[src/rtl/core/smbd_pkg.sv]
// smbd_pkg: shared types and constants for the SMBIOS record deframer
// result item layout, outcome codes and the result queue depth
// no dependencies
`timescale 1ns / 1ps

package smbd_pkg;

  typedef enum logic [1:0] {
    OUT_CLOSED     = 2'd0,
    OUT_INVALID    = 2'd1,
    OUT_END_RECORD = 2'd2,
    OUT_TABLE_END  = 2'd3
  } outcome_t;

  localparam logic [7:0] TYPE_BIOS_INFO  = 8'd0;
  localparam logic [7:0] TYPE_END_OF_TBL = 8'd127;
  localparam logic [7:0] MIN_LENGTH      = 8'd4;
  localparam logic [7:0] MAX_SHORT_BIOS  = 8'd9;

  localparam int QUEUE_DEPTH = 4;
  localparam int QUEUE_AW    = 2;

  typedef struct packed {
    outcome_t    outcome;
    logic [7:0]  record_type;
    logic [15:0] record_handle;
    logic [7:0]  formatted_length;
    logic [15:0] record_size;
    logic        bios_info_seen;
    logic        last_of_run;
  } result_t;

  // results produced by one processed byte, first goes out before second
  typedef struct packed {
    logic [1:0] count;
    result_t    first;
    result_t    second;
  } push_t;

endpackage

[src/rtl/core/smbd_walk.sv]
// smbd_walk: per-byte walk state and result generation
// holds the record header, offset counter and zero-pair tracking
// depends on smbd_pkg
`timescale 1ns / 1ps

module smbd_walk #(
  parameter int OFFSET_BITS = 16
) (
  input  logic          clk,
  input  logic          rst_n,
  input  logic          fire,
  input  logic [7:0]    table_byte,
  input  logic          table_last,
  output smbd_pkg::push_t push
);
  import smbd_pkg::*;

  localparam logic [OFFSET_BITS-1:0] OFF_MAX = '1;

  logic [OFFSET_BITS-1:0] offset_r, offset_nxt;
  logic [7:0]             type_r, type_nxt;
  logic [7:0]             length_r, length_nxt;
  logic [15:0]            handle_r, handle_nxt;
  logic                   prev_zero_r, prev_zero_nxt;
  logic                   bios_seen_r, bios_seen_nxt;
  logic                   stopped_r, stopped_nxt;

  function automatic logic [15:0] sat_size(input logic [OFFSET_BITS-1:0] off);
    logic [32:0] wide;
    wide = 33'(off);
    return (wide > 33'd65535) ? 16'hFFFF : wide[15:0];
  endfunction

  always_comb begin
    logic [OFFSET_BITS-1:0] off_inc;
    logic [32:0]            pos;
    logic                   have_first;
    result_t                first_res;
    result_t                final_res;

    off_inc       = (offset_r != OFF_MAX) ? offset_r + 1'b1 : offset_r;
    pos           = 33'(offset_r);
    have_first    = 1'b0;
    first_res     = '0;
    final_res     = '0;
    offset_nxt    = offset_r;
    type_nxt      = type_r;
    length_nxt    = length_r;
    handle_nxt    = handle_r;
    prev_zero_nxt = prev_zero_r;
    bios_seen_nxt = bios_seen_r;
    stopped_nxt   = stopped_r;

    if (!stopped_r) begin
      offset_nxt = off_inc;
      if (pos == 33'd0) begin
        type_nxt = table_byte;
      end else if (pos == 33'd1) begin
        length_nxt = table_byte;
      end else if (pos == 33'd2) begin
        handle_nxt = {handle_r[15:8], table_byte};
      end else if (pos == 33'd3) begin
        handle_nxt = {table_byte, handle_r[7:0]};
        if (length_r < MIN_LENGTH) begin
          have_first  = 1'b1;
          first_res.outcome = OUT_INVALID;
          stopped_nxt = 1'b1;
        end
      end else if (pos >= 33'(length_r)) begin
        if (table_byte == 8'd0 && prev_zero_r) begin
          have_first = 1'b1;
          if (type_r == TYPE_BIOS_INFO && length_r <= MAX_SHORT_BIOS) begin
            first_res.outcome = OUT_INVALID;
            stopped_nxt       = 1'b1;
          end else begin
            if (type_r == TYPE_BIOS_INFO) bios_seen_nxt = 1'b1;
            if (type_r == TYPE_END_OF_TBL) begin
              first_res.outcome = OUT_END_RECORD;
              stopped_nxt       = 1'b1;
            end else begin
              first_res.outcome = OUT_CLOSED;
            end
            offset_nxt    = '0;
            prev_zero_nxt = 1'b0;
          end
        end else begin
          prev_zero_nxt = (table_byte == 8'd0);
        end
      end
    end

    first_res.record_type      = type_nxt;
    first_res.record_handle    = handle_nxt;
    first_res.formatted_length = length_nxt;
    first_res.record_size      = sat_size(off_inc);
    first_res.bios_info_seen   = bios_seen_nxt;
    first_res.last_of_run      = !table_last;
    first_res.last_of_run      = table_last ? 1'b0 : 1'b1;

    // table end: an open record with a full header is invalid
    if (!stopped_nxt && 33'(offset_nxt) >= 33'd4) begin
      final_res.outcome          = OUT_INVALID;
      final_res.record_type      = type_nxt;
      final_res.record_handle    = handle_nxt;
      final_res.formatted_length = length_nxt;
      final_res.record_size      = sat_size(offset_nxt);
    end else begin
      final_res.outcome = OUT_TABLE_END;
    end
    final_res.bios_info_seen = bios_seen_nxt;
    final_res.last_of_run    = 1'b1;

    push = '0;
    if (fire) begin
      if (table_last) begin
        if (have_first) begin
          push.count  = 2'd2;
          push.first  = first_res;
          push.second = final_res;
        end else begin
          push.count = 2'd1;
          push.first = final_res;
        end
      end else if (have_first) begin
        push.count = 2'd1;
        push.first = first_res;
      end
    end

    if (table_last) begin
      offset_nxt    = '0;
      type_nxt      = '0;
      length_nxt    = '0;
      handle_nxt    = '0;
      prev_zero_nxt = 1'b0;
      bios_seen_nxt = 1'b0;
      stopped_nxt   = 1'b0;
    end
  end

  always_ff @(posedge clk) begin
    if (!rst_n) begin
      offset_r    <= '0;
      type_r      <= '0;
      length_r    <= '0;
      handle_r    <= '0;
      prev_zero_r <= 1'b0;
      bios_seen_r <= 1'b0;
      stopped_r   <= 1'b0;
    end else if (fire) begin
      offset_r    <= offset_nxt;
      type_r      <= type_nxt;
      length_r    <= length_nxt;
      handle_r    <= handle_nxt;
      prev_zero_r <= prev_zero_nxt;
      bios_seen_r <= bios_seen_nxt;
      stopped_r   <= stopped_nxt;
    end
  end

endmodule

[src/rtl/core/smbd_out_queue.sv]
// smbd_out_queue: small result queue taking up to two results per cycle
// holds finished results until the receiver takes them
// depends on smbd_pkg
`timescale 1ns / 1ps

module smbd_out_queue (
  input  logic              clk,
  input  logic              rst_n,
  input  smbd_pkg::push_t   push,
  output logic              room,
  output logic              out_valid,
  input  logic              out_ready,
  output smbd_pkg::result_t head
);
  import smbd_pkg::*;

  result_t             entry_r [QUEUE_DEPTH];
  logic [QUEUE_AW-1:0] wr_ptr_r, wr_ptr_nxt;
  logic [QUEUE_AW-1:0] rd_ptr_r, rd_ptr_nxt;
  logic [QUEUE_AW:0]   count_r, count_nxt;
  logic                pop;

  assign out_valid = (count_r != '0);
  assign head      = entry_r[rd_ptr_r];
  assign pop       = out_valid && out_ready;
  // room for a worst-case pair of results
  assign room      = (count_r <= (QUEUE_AW + 1)'(QUEUE_DEPTH - 2));

  always_comb begin
    wr_ptr_nxt = wr_ptr_r + QUEUE_AW'(push.count);
    rd_ptr_nxt = rd_ptr_r + QUEUE_AW'(pop);
    count_nxt  = count_r + (QUEUE_AW + 1)'(push.count) - (QUEUE_AW + 1)'(pop);
  end

  always_ff @(posedge clk) begin
    if (!rst_n) begin
      wr_ptr_r <= '0;
      rd_ptr_r <= '0;
      count_r  <= '0;
    end else begin
      wr_ptr_r <= wr_ptr_nxt;
      rd_ptr_r <= rd_ptr_nxt;
      count_r  <= count_nxt;
    end
  end

  always_ff @(posedge clk) begin
    if (push.count != 2'd0) entry_r[wr_ptr_r] <= push.first;
    if (push.count == 2'd2) entry_r[wr_ptr_r + 1'b1] <= push.second;
  end

endmodule

[src/rtl/core/smbios_record_deframer.sv]
// smbios_record_deframer: top level of the SMBIOS structure table deframer
// input register, walk logic and result queue
// depends on smbd_pkg, smbd_walk, smbd_out_queue
//
// Usage: table bytes enter on the in_ channel (valid/ready), one byte per
// transfer, in_table_last set on the final byte of a table. Results leave on
// the out_ channel (valid/ready), one result per transfer: record closed,
// layout invalid, end-of-table record closed, or table ended.
// A byte taken on in_ is held in the input register; when the queue has room
// the walk step pushes its results into the result queue, whose head is
// presented on out_. Throughput: one byte per cycle while the receiver keeps up;
// the result queue moves one result per cycle, so a byte that causes two
// results (a record closing on the last byte) needs two transfers downstream.
// The walk step fires only when the four-entry result queue has room for two
// results, so a stalled receiver backs up into in_ready after the queue fills.
// Reset clears the walk state and empties the queue; after the last byte of
// a table the walk returns to its reset state by itself.
`timescale 1ns / 1ps

module smbios_record_deframer #(
  parameter int OFFSET_BITS = 16
) (
  input  logic        clk,
  input  logic        rst_n,
  input  logic        in_valid,
  output logic        in_ready,
  input  logic [7:0]  in_table_byte,
  input  logic        in_table_last,
  output logic        out_valid,
  input  logic        out_ready,
  output logic [1:0]  out_outcome,
  output logic [7:0]  out_record_type,
  output logic [15:0] out_record_handle,
  output logic [7:0]  out_formatted_length,
  output logic [15:0] out_record_size,
  output logic        out_bios_info_seen,
  output logic        out_last_of_run
);
  import smbd_pkg::*;

  logic       hold_valid_r;
  logic [7:0] hold_byte_r;
  logic       hold_last_r;
  logic       room;
  logic       fire;
  push_t      push;
  result_t    head;

  assign fire     = hold_valid_r && room;
  assign in_ready = !hold_valid_r || fire;

  always_ff @(posedge clk) begin
    if (!rst_n) begin
      hold_valid_r <= 1'b0;
    end else if (in_valid && in_ready) begin
      hold_valid_r <= 1'b1;
    end else if (fire) begin
      hold_valid_r <= 1'b0;
    end
  end

  always_ff @(posedge clk) begin
    if (in_valid && in_ready) begin
      hold_byte_r <= in_table_byte;
      hold_last_r <= in_table_last;
    end
  end

  smbd_walk #(
    .OFFSET_BITS(OFFSET_BITS)
  ) u_walk (
    .clk       (clk),
    .rst_n     (rst_n),
    .fire      (fire),
    .table_byte(hold_byte_r),
    .table_last(hold_last_r),
    .push      (push)
  );

  smbd_out_queue u_queue (
    .clk      (clk),
    .rst_n    (rst_n),
    .push     (push),
    .room     (room),
    .out_valid(out_valid),
    .out_ready(out_ready),
    .head     (head)
  );

  assign out_outcome          = head.outcome;
  assign out_record_type      = head.record_type;
  assign out_record_handle    = head.record_handle;
  assign out_formatted_length = head.formatted_length;
  assign out_record_size      = head.record_size;
  assign out_bios_info_seen   = head.bios_info_seen;
  assign out_last_of_run      = head.last_of_run;

endmodule

[config.mk]
export PLATFORM = sky130hd
export DESIGN_NAME = smbios_record_deframer
export DESIGN_NICKNAME = d
export VERILOG_FILES = /design/src/rtl/core/smbd_pkg.sv /design/src/rtl/core/smbd_walk.sv /design/src/rtl/core/smbd_out_queue.sv /design/src/rtl/core/smbios_record_deframer.sv
export SDC_FILE = /design/constraint.sdc
export NUM_CORES = 1
export LEC_CHECK = 0
export BUFFER_PORTS_ARGS = -buffer_cell sky130_fd_sc_hd__buf_2
export CELL_PAD_IN_SITES_DETAIL_PLACEMENT = 2
export CELL_PAD_IN_SITES_GLOBAL_PLACEMENT = 2
export CORE_MARGIN = 2
export CORE_UTILIZATION = 48
export CTS_CLUSTER_DIAMETER = 150
export CTS_CLUSTER_SIZE = 25
export DETAILED_ROUTE_END_ITERATION = 8
export GPL_ROUTABILITY_DRIVEN = 0
export PLACE_DENSITY_LB_ADDON = 0.05
export SLEW_MARGIN = 0
export SYNTH_ARGS = -nofsm -noshare
export SYNTH_HDL_FRONTEND = slang
export SYNTH_HIERARCHICAL = 1
export SYNTH_SLANG_ARGS = --single-unit
[constraint.sdc]
create_clock -name clk -period 20.9 [get_ports clk]
set_input_delay 1.045 -clock clk [delete_from_list [all_inputs] [get_ports clk]]
set_output_delay 1.045 -clock clk [all_outputs]
set_load 0.01 [all_outputs]
==> summary.md <==
| Metric | Value |
|---|---|
| Status | `complete, no violations` |
| Yosys top cell area share | `0.427` |
| Final ANT Viol Nets | `0` |
| Die extent in y | `182 um` |
| Initial antenna violation count | `0` |
| Iteration count of the initial detailed-routing pass | `5` |
| Fin. Hold Viols | `0` |
| DP Wirelength | `27.9 mm` |
| CTS tree | `yes` |
| Crit-path max FO | `28` |
| Lkg Pwr | `5.49 nW` |
| DR vias/cell | `roughly 6` |
| Grt total ovfl | `0` |
| Core footprint | `0.0315 mm2` |
| Pint | `0.000840 W` |
| Port buffer count | `66` |
| Crit path DAT | `5.01 ns` |
| Tcrit/Tclk final | `0.233` |
| FF+latch area | `0.00770 mm2` |
| CTS Buf Count | `15` |
| Setup ws final | `16.03 ns` |
| CTS clock-pin slew for the worst setup and hold paths | `0.11 ns` |
| WS Path Type | `reg2reg` |
| Pwr Density | `a little over 70 mW/mm2` |
| Total setup buffers inserted after CTS | `0` |
| Synthesized instance count | `around 1,100` |
| Synth warn | `6` |
| Initial Util | `0.485` |
| Synthesized area per cell | `13.5 um2` |
| Type of origin of the critical path | `register` |
| Post-synth EDFFs | `roughly 220` |
| FILL cells | `2,959` |
| Flops & latches, synth | `276` |
| RR Endpoint | `u_queue/entry_r[0][39]` |
| Io pins | `67` |
| Hold Crit Class | `reg2reg` |
| Clock power frac | `0.280` |
| Area of the multi-input gates | `0.00689 mm2` |
| Yosys cell types | `79` |
| Max-cap violations | `0` |
| Minimum clock period | `between 4 and 5 ns` |
| Hold Path Stages | `2` |
| Logic pwr share | `0.181` |
| Largest area contributor in the netlist | `edfxtp_1` |
| Post-synthesis sequential area ratio | `0.504` |
| Resized cells post-CTS | `0` |
| Fraction of layout cells with a size suffix above 1 | `0.367` |
| Slew HR | `0.299` |
| Hold_buf cts | `0` |
| FFs w/ async S/R, synth | `0` |
| Slew of the pin with the lowest slew margin | `about 1.0 ns` |
| Clk_skew | `0.0565 ns` |
| Critical Path RT | `21.04 ns` |
| Largest net degree at the start of global routing | `59` |
| CTS root buffer | `clkbuf_16` |
| Fin Setup TNS | `0 ns` |
| Number of remaining DRC errors | `0` |
| Htree depth | `1` |
| Clk sinks | `roughly 280` |
| DRT Wirelength | `~42 mm` |
| Area contributors post-synth | `edfxtp_1 43%, mux2_2 15%, dfxtp_1 7.7%` |
| DR vias | `9,385` |
| Die Width | `182 um` |
| CP Launch Point | `u_walk/offset_r[0]` |
| Predominant post-synthesis flop cell | `edfxtp_1` |
| F_max | `0.205 GHz` |
| Final net count | `1,174` |
| Pre-CTS WS | `~16 ns` |
| Vias in the first global route | `10,096` |
| Row Count | `65` |
| Setup violators final | `0` |
| R2r worst-path depth | `12` |
| RSZ-0062 raised after global routing | `no` |
| Max Slew Vio Count | `0` |
| DRT iter0 DRCs | `581` |
| Worst vdd ir | `61.4 uV` |
| Clk Latency, worst-skew pair | `about 0.52 ns` |
| Endpoint class of the critical path | `register` |
| Switching part of the total | `0.277` |
| Top cells by instance count after synthesis | `217 x edfxtp_1, 198 x mux2_2, 64 x buf_4` |
| GR Util All Layers | `0.252` |
| Setup crit end | `u_queue/entry_r[0][39]` |
| Mapped Area | `0.0153 mm2` |
| Clock Path Buffers | `3` |
| Net Switching | `0.000322 W` |
| Flop pwr share | `0.539` |
| First-pass GRT wire length | `63.6 mm` |
| Worst r2r src | `u_walk/offset_r[0]` |
| N_diodes | `0` |
| Routed len/inst | `between 20 and 30 um` |
| Die area | `0.0333 mm2` |
| Most frequent cell after synthesis | `edfxtp_1` |
| Area grow syn2layout | `5.33%` |
| Reg2reg setup slack | `16.03 ns` |
[critical path, cell delays in order, from the launching register on]
cell	delay, ns
dfxtp_1	0.48
inv_1	0.19
ha_1	0.24
nor2b_1	0.11
o211ai_1	0.09
a21oi_1	0.36
o21ai_0	0.20
a211oi_1	0.41
ha_1	0.23
and2_1	0.52
o21bai_1	0.28
o21ai_4	0.80
buf_4	0.57
[kinds of logic after synthesis]
logic type | count (synthesis) | share of synthesized area
and+or+nand+nor | 245 | 0.0957
muxes | 299 | 0.258
xor gates and xnor gates | 6 | 0.00524
buffers and inverters | 154 | 0.0604
adders and majority gates | 17 | 0.0144
AOI/OAI and AO/OA | 130 | 0.0620
other | 1 | 0.000245
DFF | 276 | 0.504
[worst min path at each step]
stage                   startpoint                  end  slack, ns
3_5_place_dp   u_walk/handle_r[12]  u_walk/handle_r[12]       0.50
3_3_place_gp    u_walk/bios_seen_r   u_walk/bios_seen_r       0.47
6_report              hold_valid_r         hold_valid_r       0.51
4_1_cts               hold_valid_r         hold_valid_r       0.52
2_1_floorplan   u_walk/bios_seen_r   u_walk/bios_seen_r       0.45
5_1_grt         u_walk/bios_seen_r   u_walk/bios_seen_r       0.54
[stage by stage]
step | area (um2) | hold WS (ns) | total power (W) | utilization | instances
6_report | 16100 | 0.510 | 0.00116 | 0.511 | 1555
3_3_place_gp | 15600 | 0.468 | 0.000843 | 0.497 | 1529
4_1_cts | 16100 | 0.516 | 0.00118 | 0.511 | 1555
2_1_floorplan | 15500 | 0.454 | 0.000782 | - | 1175
3_5_place_dp | 15600 | 0.501 | 0.000850 | 0.497 | 1529
5_1_grt | 16100 | 0.538 | 0.00121 | 0.511 | 1555
[power by group through the flow]
stage / clock [W] / sequential [W] / combinational [W]
floorplan: 0 / 0.000621 / 0.000161
global placement: 0 / 0.000637 / 0.000206
detailed placement: 0 / 0.000639 / 0.000211
CTS: 0.000337 / 0.000627 / 0.000212
global route: 0.000351 / 0.000630 / 0.000228
finish: 0.000326 / 0.000626 / 0.000210
[sequential cells by signal (all words and copies together), names as in the netlist]
signal and cells:
u_walk/offset_r 16, u_queue/wr_ptr_r 2, hold_byte_r 8, u_walk/bios_seen_r 1, hold_last_r 1, u_queue/rd_ptr_r 2, hold_valid_r 1, u_queue/count_r 3
u_walk/type_r 8, u_queue/entry_r 208, u_walk/length_r 8, u_walk/handle_r 16, u_walk/prev_zero_r 1, u_walk/stopped_r 1
[routing by layer]
layer	global-route usage	part of all wire	vias to the layer above
li1	-	-	4268
met1	0.353	0.46	4934
met2	0.432	0.49	156
met3	0.0337	0.036	27
met4	0.0348	0.011	0
met5	0	0	-
[placed cells by master, fill, tap and decap left out, drive strengths merged, types with 5 or more instances in the layout]
cell	Yosys	final
a211oi	5	5
a21oi	29	29
a32oi	32	32
and2	16	16
buf	112	84
clkbuf	20	24
conb	1	48
dfxtp	59	59
edfxtp	217	217
ha	16	16
inv	22	23
mux2	208	208
mux2i	39	39
mux4	52	52
nand2	34	34
nand2b	5	5
nand3	14	14
nand4	15	15
nor2	65	65
nor2b	47	47
nor3	10	10
nor4	12	12
nor4b	5	5
o211ai	6	6
o21ai	23	23
[layout make-up]
cell class,instances,area share
Sequential cell,276,0.479
Timing Repair Buffer,84,0.0289
Clock inverter,2,0.00241
Multi-Input combinational cell,745,0.428
Clock buffer,24,0.0254
Inverter,22,0.00513
Tap cell,402,0.0313
Power figures use the tool's default switching activity.
